File: src/design/assert_macros.svh
// Assertion macros shared by the output fault monitor RTL.
// Clocked on clk, disabled while rst_n is low.
`ifndef ASSERT_MACROS_SVH
`define ASSERT_MACROS_SVH

// Property must hold at every rising edge outside reset
`define OFM_ASSERT(label, prop, msg) \
    label: assert property (@(posedge clk) disable iff (!rst_n) prop) else $error(msg);

// Condition must never be seen outside reset
`define OFM_ASSERT_NEVER(label, cond, msg) \
    `OFM_ASSERT(label, !(cond), msg)

`endif

File: src/design/ofm_pkg.sv
// Types and constants for the output fault monitor.
// No dependencies; used by ofm_eval and output_fault_monitor.
`timescale 1ns / 1ps

package ofm_pkg;

    // Configuration register indexes
    typedef enum logic [2:0] {
        REG_CHECK_INTERVAL = 3'd0,
        REG_FAN_STALL      = 3'd1,
        REG_PUMP_DRY       = 3'd2,
        REG_FAN_RPM_MIN    = 3'd3,
        REG_LEAK_FLOW      = 3'd4
    } reg_index_t;

    localparam int unsigned CFG_INDEX_W = 3;
    localparam int unsigned CFG_DATA_W  = 16;
    localparam int unsigned IN_DATA_W   = 88;
    localparam int unsigned OUT_DATA_W  = 16;

    // Register reset values
    localparam logic [15:0] RST_CHECK_INTERVAL = 16'd100;
    localparam logic [15:0] RST_FAN_STALL      = 16'd3000;
    localparam logic [15:0] RST_PUMP_DRY       = 16'd5000;
    localparam logic [15:0] RST_FAN_RPM_MIN    = 16'd50;
    localparam logic [15:0] RST_LEAK_FLOW      = 16'd100;

    // Fault flag bit positions
    localparam int unsigned FLAG_FAN        = 0;
    localparam int unsigned FLAG_PUMP       = 1;
    localparam int unsigned FLAG_IRRIGATION = 2;
    localparam int unsigned FLAG_CURTAIN    = 3;
    localparam int unsigned FLAG_BUZZER     = 4;
    localparam int unsigned FLAG_ALARM_LED  = 5;
    localparam int unsigned FLAG_LIGHT      = 6;
    localparam int unsigned FLAG_FLOW_LEAK  = 7;

    // Drive bit positions
    localparam int unsigned DRV_FAN        = 0;
    localparam int unsigned DRV_PUMP       = 1;
    localparam int unsigned DRV_IRRIGATION = 2;
    localparam int unsigned DRV_CURTAIN    = 3;
    localparam int unsigned DRV_BUZZER     = 4;
    localparam int unsigned DRV_ALARM_LED  = 5;
    localparam int unsigned DRV_LIGHT      = 6;

    // Feedback pin positions
    localparam int unsigned FB_IRRIGATION = 0;
    localparam int unsigned FB_CURT_FWD   = 1;
    localparam int unsigned FB_CURT_REV   = 2;
    localparam int unsigned FB_BUZZER     = 3;
    localparam int unsigned FB_ALARM_LED  = 4;

    typedef struct packed {
        logic [15:0] check_interval_ms;
        logic [15:0] fan_stall_ms;
        logic [15:0] pump_dry_ms;
        logic [15:0] fan_rpm_min;
        logic [15:0] leak_flow_limit;
    } cfg_t;

    typedef struct packed {
        logic [31:0] time_ms;
        logic [15:0] fan_speed;
        logic [15:0] flow_rate;
        logic [6:0]  drive_on;
        logic [4:0]  feedback_pins;
        logic [7:0]  led_pins;
    } item_t;

    typedef struct packed {
        logic [31:0] last_check_time;
        logic [7:0]  flag_store;
        logic [31:0] fan_low_time;
        logic [31:0] pump_dry_time;
    } state_t;

endpackage

File: src/design/ofm_eval.sv
// Evaluation logic of the output fault monitor: next state and flags for one snapshot.
// Depends on ofm_pkg.
`timescale 1ns / 1ps

module ofm_eval
(
    input  ofm_pkg::cfg_t   cfg,
    input  ofm_pkg::item_t  item,
    input  ofm_pkg::state_t st,
    output ofm_pkg::state_t st_next,
    output logic            eval
);

    logic [31:0] elapsed;
    logic        fan_low;
    logic        pump_dry;
    logic [32:0] fan_sum;
    logic [32:0] pump_sum;
    logic [31:0] fan_acc;
    logic [31:0] pump_acc;
    logic [7:0]  flags;

    // Wrapping tick difference against the last evaluation
    assign elapsed = item.time_ms - st.last_check_time;
    assign eval    = (elapsed >= {16'd0, cfg.check_interval_ms});

    // Low conditions for the timed faults
    assign fan_low  = item.drive_on[ofm_pkg::DRV_FAN] && (item.fan_speed < cfg.fan_rpm_min);
    assign pump_dry = item.drive_on[ofm_pkg::DRV_PUMP] && (item.flow_rate == 16'd0);

    // Saturating duration accumulators
    assign fan_sum  = {1'b0, st.fan_low_time} + {1'b0, elapsed};
    assign pump_sum = {1'b0, st.pump_dry_time} + {1'b0, elapsed};
    assign fan_acc  = fan_sum[32] ? 32'hFFFF_FFFF : fan_sum[31:0];
    assign pump_acc = pump_sum[32] ? 32'hFFFF_FFFF : pump_sum[31:0];

    // Flag update; timed flags stay set while the condition lasts
    always_comb
    begin
        flags = st.flag_store;

        if (!fan_low)
        begin
            flags[ofm_pkg::FLAG_FAN] = 1'b0;
        end
        else if (fan_acc >= {16'd0, cfg.fan_stall_ms})
        begin
            flags[ofm_pkg::FLAG_FAN] = 1'b1;
        end

        if (!pump_dry)
        begin
            flags[ofm_pkg::FLAG_PUMP] = 1'b0;
        end
        else if (pump_acc >= {16'd0, cfg.pump_dry_ms})
        begin
            flags[ofm_pkg::FLAG_PUMP] = 1'b1;
        end

        flags[ofm_pkg::FLAG_IRRIGATION] = item.drive_on[ofm_pkg::DRV_IRRIGATION]
                                          && !item.feedback_pins[ofm_pkg::FB_IRRIGATION];
        flags[ofm_pkg::FLAG_CURTAIN]    = item.drive_on[ofm_pkg::DRV_CURTAIN]
                                          && item.feedback_pins[ofm_pkg::FB_CURT_FWD]
                                          && item.feedback_pins[ofm_pkg::FB_CURT_REV];
        flags[ofm_pkg::FLAG_BUZZER]     = item.drive_on[ofm_pkg::DRV_BUZZER]
                                          && !item.feedback_pins[ofm_pkg::FB_BUZZER];
        flags[ofm_pkg::FLAG_ALARM_LED]  = item.drive_on[ofm_pkg::DRV_ALARM_LED]
                                          && !item.feedback_pins[ofm_pkg::FB_ALARM_LED];
        flags[ofm_pkg::FLAG_LIGHT]      = item.drive_on[ofm_pkg::DRV_LIGHT]
                                          && (item.led_pins == 8'd0);
        flags[ofm_pkg::FLAG_FLOW_LEAK]  = !item.drive_on[ofm_pkg::DRV_PUMP]
                                          && (item.flow_rate > cfg.leak_flow_limit);
    end

    // State moves only on an evaluation
    always_comb
    begin
        st_next = st;
        if (eval)
        begin
            st_next.last_check_time = item.time_ms;
            st_next.flag_store      = flags;
            st_next.fan_low_time    = fan_low ? fan_acc : 32'd0;
            st_next.pump_dry_time   = pump_dry ? pump_acc : 32'd0;
        end
    end

endmodule

File: src/design/output_fault_monitor.sv
// Output fault monitor top level; depends on ofm_pkg, ofm_eval and assert_macros.svh.
// Usage:
//   s_axis_* carries one snapshot per transfer (time, speeds, drive and feedback levels).
//   m_axis_* returns exactly one result per snapshot, in order: the stored fault flags,
//   an any-fault bit and a bit saying whether this snapshot ran an evaluation.
//   cfg_* writes one 16-bit register per transfer (0 check interval, 1 fan stall time,
//   2 pump dry time, 3 fan rpm minimum, 4 leak flow limit); other indexes are ignored.
//   cfg_ready is always high; write only while no snapshot is in flight.
// Timing:
//   A snapshot is captured in the input register at its transfer and evaluated from that
//   register; the result register loads when the result slot is free or being drained,
//   and m_axis_tvalid is driven from the result register. One snapshot per cycle is
//   sustained while m_axis_tready stays high; the limit is the single state update of the
//   interval/duration logic, performed once per cycle.
// Reset:
//   rst_n clears the pipeline, all timing state and flags, and loads the register
//   defaults (100, 3000, 5000, 50, 100).
// Back-pressure:
//   While m_axis_tready is low the result holds; the input register still takes one
//   more snapshot, after which s_axis_tready drops until the result is taken.
`timescale 1ns / 1ps
`include "assert_macros.svh"

module output_fault_monitor
(
    input  logic                                clk,
    input  logic                                rst_n,

    // Snapshot input
    input  logic                                s_axis_tvalid,
    output logic                                s_axis_tready,
    // [31:0] time_ms, [47:32] fan_speed, [63:48] flow_rate, [70:64] drive_on,
    // [75:71] feedback_pins, [83:76] led_pins, [87:84] zero
    input  logic [ofm_pkg::IN_DATA_W-1:0]       s_axis_tdata,

    // Result output
    output logic                                m_axis_tvalid,
    input  logic                                m_axis_tready,
    // [7:0] fault_flags, [8] any_fault, [9] evaluated, [15:10] zero
    output logic [ofm_pkg::OUT_DATA_W-1:0]      m_axis_tdata,

    // Configuration writes
    input  logic                                cfg_valid,
    output logic                                cfg_ready,
    input  logic [ofm_pkg::CFG_INDEX_W-1:0]     cfg_index,
    input  logic [ofm_pkg::CFG_DATA_W-1:0]      cfg_data
);

    ofm_pkg::cfg_t   cfg_reg;
    ofm_pkg::state_t state_reg;
    ofm_pkg::state_t state_next;
    ofm_pkg::item_t  in_item_reg;
    ofm_pkg::item_t  in_item;
    logic            in_valid_reg;
    logic            out_valid_reg;
    logic [9:0]      out_data_reg;
    logic            advance;
    logic            eval;

    // Unpack the snapshot
    assign in_item.time_ms       = s_axis_tdata[31:0];
    assign in_item.fan_speed     = s_axis_tdata[47:32];
    assign in_item.flow_rate     = s_axis_tdata[63:48];
    assign in_item.drive_on      = s_axis_tdata[70:64];
    assign in_item.feedback_pins = s_axis_tdata[75:71];
    assign in_item.led_pins      = s_axis_tdata[83:76];

    // Handshakes: evaluation moves when the result slot is free or being drained
    assign advance       = !out_valid_reg || m_axis_tready;
    assign s_axis_tready = !in_valid_reg || advance;
    assign cfg_ready     = 1'b1;
    assign m_axis_tvalid = out_valid_reg;
    assign m_axis_tdata  = {6'd0, out_data_reg};

    // Configuration registers
    always_ff @(posedge clk or negedge rst_n)
    begin
        if (!rst_n)
        begin
            cfg_reg.check_interval_ms <= ofm_pkg::RST_CHECK_INTERVAL;
            cfg_reg.fan_stall_ms      <= ofm_pkg::RST_FAN_STALL;
            cfg_reg.pump_dry_ms       <= ofm_pkg::RST_PUMP_DRY;
            cfg_reg.fan_rpm_min       <= ofm_pkg::RST_FAN_RPM_MIN;
            cfg_reg.leak_flow_limit   <= ofm_pkg::RST_LEAK_FLOW;
        end
        else if (cfg_valid && cfg_ready)
        begin
            case (cfg_index)
                ofm_pkg::REG_CHECK_INTERVAL: cfg_reg.check_interval_ms <= cfg_data;
                ofm_pkg::REG_FAN_STALL:      cfg_reg.fan_stall_ms      <= cfg_data;
                ofm_pkg::REG_PUMP_DRY:       cfg_reg.pump_dry_ms       <= cfg_data;
                ofm_pkg::REG_FAN_RPM_MIN:    cfg_reg.fan_rpm_min       <= cfg_data;
                ofm_pkg::REG_LEAK_FLOW:      cfg_reg.leak_flow_limit   <= cfg_data;
                default:                     ;
            endcase
        end
    end

    // Input register payload
    always_ff @(posedge clk)
    begin
        if (s_axis_tvalid && s_axis_tready)
        begin
            in_item_reg <= in_item;
        end
    end

    // Evaluation
    ofm_eval u_eval
    (
        .cfg     (cfg_reg),
        .item    (in_item_reg),
        .st      (state_reg),
        .st_next (state_next),
        .eval    (eval)
    );

    // Pipeline control and monitor state
    always_ff @(posedge clk or negedge rst_n)
    begin
        if (!rst_n)
        begin
            in_valid_reg  <= 1'b0;
            out_valid_reg <= 1'b0;
            state_reg     <= '0;
        end
        else
        begin
            if (s_axis_tready)
            begin
                in_valid_reg <= s_axis_tvalid;
            end
            if (advance)
            begin
                out_valid_reg <= in_valid_reg;
                if (in_valid_reg)
                begin
                    state_reg <= state_next;
                end
            end
        end
    end

    // Result register payload
    always_ff @(posedge clk)
    begin
        if (advance && in_valid_reg)
        begin
            out_data_reg <= {eval, |state_next.flag_store, state_next.flag_store};
        end
    end

    // Checks
    `OFM_ASSERT(a_any_fault, out_valid_reg |-> (out_data_reg[8] == |out_data_reg[7:0]), "any_fault does not match the fault flags")
    `OFM_ASSERT(a_no_eval_flags, (out_valid_reg && !out_data_reg[9]) |-> (out_data_reg[7:0] == state_reg.flag_store), "non-evaluated result differs from stored flags")
    `OFM_ASSERT(a_in_held, (in_valid_reg && !advance) |=> (in_valid_reg && $stable(in_item_reg)), "stalled snapshot lost from the input register")
    `OFM_ASSERT_NEVER(a_state_moves_stalled, !$past(advance) && !$stable(state_reg), "state changed while stalled")

endmodule
File: config.mk
export PLATFORM = sky130hd
export DESIGN_NAME = output_fault_monitor
export DESIGN_NICKNAME = d
export VERILOG_FILES = /design/src/design/ofm_pkg.sv /design/src/design/ofm_eval.sv /design/src/design/output_fault_monitor.sv
export VERILOG_INCLUDE_DIRS = /design/src /design/src/design
export SDC_FILE = /design/constraint.sdc
export NUM_CORES = 1
export LEC_CHECK = 0
export BUFFER_PORTS_ARGS = -buffer_cell sky130_fd_sc_hd__buf_2
export CAP_MARGIN = 10
export CORE_ASPECT_RATIO = 0.6
export CORE_MARGIN = 1
export CORE_UTILIZATION = 40
export DETAILED_ROUTE_END_ITERATION = 10
export HOLD_SLACK_MARGIN = 0.06
export SLEW_MARGIN = 10
export SYNTH_ARGS = -nofsm -noshare
export SYNTH_HDL_FRONTEND = slang
export SYNTH_SLANG_ARGS = --single-unit
File: constraint.sdc
create_clock -name clk -period 6.25 [get_ports clk]
set_input_delay 0.9375 -clock clk [delete_from_list [all_inputs] [get_ports clk]]
set_output_delay 0.9375 -clock clk [all_outputs]
set_load 0.03 [all_outputs]
; Word level (Yosys, flattened, before mapping)
; Cells that the tools add are included.
[op_classes]
shifts = 0
mux = 9
n_mul = 0
n_lt_le_gt_ge = 5
n_bitwise = 0
addsub = 3
reduce_logical = 30
n_eq_ne = 4
div_mod_pow = 0
[ops]
columns = operator, n
row1 = $mux 32, 4
row2 = $ge 32x16->1, 3
row3 = $mux 72, 1
row4 = $add 32x32->33, 2
row5 = $sub 32x32->32, 1
row6 = $gt 16x16->1, 1
row7 = $logic_not 16->1, 1
row8 = $lt 16x16->1, 1
row9 = $reduce_and 2->1, 6
row10 = $logic_and 1x1->1, 11
row11 = $logic_not 8->1, 1
row12 = $reduce_or 8->1, 1
row13 = $eq 3x2->1 const B, 2
row14 = $logic_not 1->1, 6
row15 = $mux 1, 4
row16 = $eq 3x1->1 const B, 1
row17 = $eq 3x3->1 const B, 1
row18 = $logic_not 3->1, 1
row19 = $reduce_and 3->1, 1
row20 = $logic_or 1x1->1, 2
[totals]
rom_bits = 0
inputBits = 112
reg_bits = 280
latch_bits = 0
mem_bits_rw = 0
memories = 0
word_cells = 69

; Depth between registers and ports, before layout
[depth]
ltp_word = 8
depth_mapped = 32
mapped_depth_nobuf = 31

; Modules after synthesis
; Synthesis repeated with hierarchy kept, for this count alone.
[unflattened]
cells_unflattened = 1864
area_unflattened_um2 = 18806.8
[by_module_without_submodules]
columns = module, cells_per_inst, seq_area_each_um2, area_each_um2, instances
row1 = output_fault_monitor, 507, 7503.4, 9917.0, 1
row2 = ofm_eval, 1357, 0.0, 8889.8, 1

; Worst setup path before layout
; Ideal clock, no wire load.
[synth_path]
path_kind = reg-to-reg
startpoint = register in_item_reg[68] (netlist name)
endpoint = register out_data_reg[8], data pin
path_stages_with_launch = 31
setup_time_ns = 0.275
t_arrival_ns = 6.296
n_path_buf = 2
synth_period_minus_slack_ns = 6.571
path_slack_ns = -0.321
cell_sequence = edfxtp_1 ha_1 a211oi_2 o21bai_1 o31a_1 a311oi_2 a21boi_0 or4_1 nand3_1 ha_1 nand2_1 nand2_1 a21o_1 a21oi_1 o21ai_0 a31oi_1 o21ai_0 clkbuf_1 inv_1 clkbuf_1 nand2_1 ha_1 a21o_1 a21o_1 a21oi_1 o211ai_1 or4b_1 nor4_1 nand3_1 nor4_1 o211ai_1
[synth_between]
elab_chain_len = 8
word_cells_on_any_way = 14
classes_between = add/sub: 3 / order compare: 3 / mux: 7 / reduce/logical: 1
[synth_rtl]
columns = element, line_no
row1 = "start, declared", output_fault_monitor.sv:52  ; ofm_pkg::item_t in_item_reg;
row2 = "start signal, assigned", output_fault_monitor.sv:104  ; in_item_reg <= in_item;
row3 = $sub 32x32->32 (*), ofm_eval.sv:24  ; assign elapsed = item.time_ms - st.last_check_time;
row4 = "$add 32x32->33, on equally long branches", "ofm_eval.sv:32, ofm_eval.sv:33"
row5 = "$mux 32, on equally long branches", "ofm_eval.sv:34, ofm_eval.sv:35"
row6 = "$ge 32x16->1, on equally long branches", "ofm_eval.sv:46, ofm_eval.sv:55"
row7 = "$mux 1, on equally long branches", "ofm_eval.sv:46, ofm_eval.sv:55"
row8 = "$mux 1, on equally long branches", "ofm_eval.sv:42, ofm_eval.sv:51"
row9 = $mux 72 (*), ofm_eval.sv:79  ; if (eval)
row10 = $reduce_or 8->1 (*), output_fault_monitor.sv:149  ; out_data_reg <= {eval, |state_next.flag_store, state_next.flag_store};
row11 = "end signal, assigned", output_fault_monitor.sv:149
row12 = "end, declared", output_fault_monitor.sv:56  ; logic [9:0] out_data_reg;
; Mark *: on every way between the ends. The rest lies on a longest branch, timed or not.
; A chain may end at the register's enable or synchronous reset.

==> run metrics <==
start of the worst register-to-register path=in_item_reg[56]; Area Overhead vs Synth=30.79%; Buffers on Ports=119; number of I/O pins=131; Layout fillers=3976; top post-synthesis cells by area=dfrtp_1, edfxtp_1, ha_1, o21ai_0, nand2_1; Critical Path Sink Type=flop; Post-synth ARST share=66.43%; end of the worst register-to-register path=state_reg[64]; DR pass1 iterations=7; max reg flops=104; Max Buffers Root-to-Sink=3; CORE AREA=43850 sq um; Rows=59; crit path capture=state_reg[64]; total wire length=53.31 mm; Avg Vias per Cell=5.314; number of global-route vias before repair=15460; post-synth top area share=22.95%; placed cells=2882; antenna violations before repair=2; hold_ws=0.4373 ns; Nets=2640; Post-Synthesis Cells=1890; most frequent CP cell=ha_4; Setup WS pre-CTS=-0.6542 ns; Max Freq=154.1 MHz; r2r setup slk=-0.24 ns; GRT Overall Usage=23.49%; Finished Layout Cells=2952; flops & latches, synth=280; first-pass GRT wire length=84.91 mm; GPL Wtd Cong=0.9481; DIE AREA=45860 sq um; Mapped Avg Cell Area=9.519 sq um; DRT antenna net count=0; register area share after synthesis=41.71%; maxcap violations=0; placed cell area=21810 sq um; WL per Instance=18.06 um; failing checks=negative setup slack; final setup vio count=5; CTS tree=yes; YS warnings=0; Setup crit start kind=flop; Post-synth EDFFs=94; Final HPWL DP=41.22 mm; layout cells sized above 1=30.85%; worst min path class=primary input to async pin; most instantiated library cell after synthesis=nand2_1; CP startpoint=in_item_reg[56]; Slew Limit Fails=0; Worst IR Drop VDD=224.8 uV; GRT Residual Overflow=0; largest net degree at the start of global routing=103; top cells by count, synth=nand2_1, ha_1, o21ai_0; CTS Buf Count=29; Post-synth top flop=dfrtp_1; Die Width=275.8 um; Clock Sinks=280; Period minus WS final=6.491 ns; Tcrit/Tclk final=103.9%; R2R cell count=31; clock skew=0.01170 ns; PwrDens=435.6 nW/um^2; Vias=15690; ANT cells=0; initial core utilization=41.03%; Worst-Margin Slew=0.8337 ns; hold buffers post-CTS=0; critical path class=flop to flop; H-tree levels=1; Critical Path Fanout Max=5; synth unique cells=84; # DRC=0; largest area contributor in the netlist=dfrtp_1; Hold Vio Cnt, Final=0; final instance area=23530 sq um; CP max-delay cell=or4_1; leak pwr=10.89 nW; worst skew pair latency=0.57 ns; CTS root buf=clkbuf_16; number of DRC markers in iteration 0=1157; Die H=166.3 um; RSZ-0062 raised after global routing=yes; Mapped Area=17990 sq um; WP data arrival=6.94 ns; Slew HR=44.26%; Reg clk slew, reported paths=0.07 ns; status=finished, violations left; data required time of the worst path=6.69 ns; Setup WS post-layout=-0.2410 ns; delay of the slowest critical-path stage=0.56 ns
==> per-layer routing <==
| metal | global-route usage [%] | routed length, um | share of wire (%) | up-vias |
|---|---|---|---|---|
| met5 | 0 | 0 | 0 | - |
| met4 | 3.440 | 767 | 1.4 | 0 |
| met3 | 5.133 | 3778 | 7.1 | 56 |
| met2 | 32.74 | 21220 | 40 | 398 |
| met1 | 37.21 | 27550 | 52 | 7505 |
| li1 | - | - | - | 7727 |
==> critical path, delay by kind of cell (launching register included) <==
kind | cells | cell delay [ns]
muxes | 1 | 0.25
DFF | 1 | 0.44
and+or+nand+nor | 8 | 1.67
adders and majority gates | 3 | 0.72
AOI/OAI and AO/OA | 14 | 2.68
buffers and inverters | 5 | 0.59
==> cells by family (layout without fill, tap and decap cells) <==
logic type | count (synthesis) | after routing | share of synthesized area, %
other | 2 | 7 | 0.04174
buffers and inverters | 229 | 707 | 5.181
AND/OR/NAND/NOR | 519 | 519 | 13.77
multiplexers | 72 | 72 | 4.562
adder cells (fa/ha/maj) | 177 | 177 | 12.43
XOR/XNOR | 69 | 69 | 3.359
flip-flops | 280 | 280 | 41.71
AO/OA/AOI/OAI | 542 | 542 | 18.94
==> per-stage QoR <==
stage,TNS (ns),total power [W],util (%)
after floorplan,0,0.005372,-
after detailed placement,-3.019,0.007891,49.74
after global placement,-2.371,0.007792,49.74
final,-1.055,0.01025,53.66
after CTS,-1.553,0.01007,53.23
after global routing,-2.559,0.01101,53.66
==> layout by cell type, fill, tap and decap left out, drive strengths merged, types with 27 or more instances in the layout <==
cell type,count
dfrtp,165
mux2,68
clkbuf,43
ha,174
a21o,43
o31ai,39
xnor2,50
nor2,90
a21oi,131
edfxtp,94
inv,152
o21ai,178
o21a,27
buf,501
nand2,222
==> timing repair <==
action,in CTS,in global routing
endpoints found under the hold margin,0,0
cloned,1,0
pin swaps,47,22
endpoints found under the setup margin,5,5
buffers inserted,13,3
gates resized for setup,85,36
==> power by group <==
part | switching [W] | total (W) | leakage (nW) | internal (W)
clock | 0.000744 | 0.00182 | 0.478 | 0.00108
combinational | 0.00320 | 0.00607 | 7.20 | 0.00287
sequential | 0.000145 | 0.00235 | 3.22 | 0.00221
total | 0.00409 | 0.0102 | 10.9 | 0.00616
==> worst min path at each step <==
stage | start | to | cells past startpoint | slack, ns
2_1_floorplan | in_valid_reg | m_axis_tvalid | 1 | 0.45
5_1_grt | rst_n | cfg_reg[60] | 1 | 0.48
3_3_place_gp | in_valid_reg | m_axis_tvalid | 1 | 0.47
3_5_place_dp | in_valid_reg | m_axis_tvalid | 1 | 0.47
4_1_cts | rst_n | state_reg[44] | 1 | 0.46
6_report | rst_n | state_reg[44] | 1 | 0.44
==> area by class of cell <==
type / instances / area [sq um] / area share [%]
Timing Repair Buffer: 502 / 3573 / 15.19
Multi-Input combinational cell: 1386 / 10170 / 43.23
Clock inverter: 11 / 158.9 / 0.6753
Clock buffer: 42 / 825.8 / 3.510
Tap cell: 579 / 724.4 / 3.079
Inverter: 152 / 573.1 / 2.435
Sequential cell: 280 / 7503 / 31.89
No activity file was read; power rests on OpenSTA's default activity.
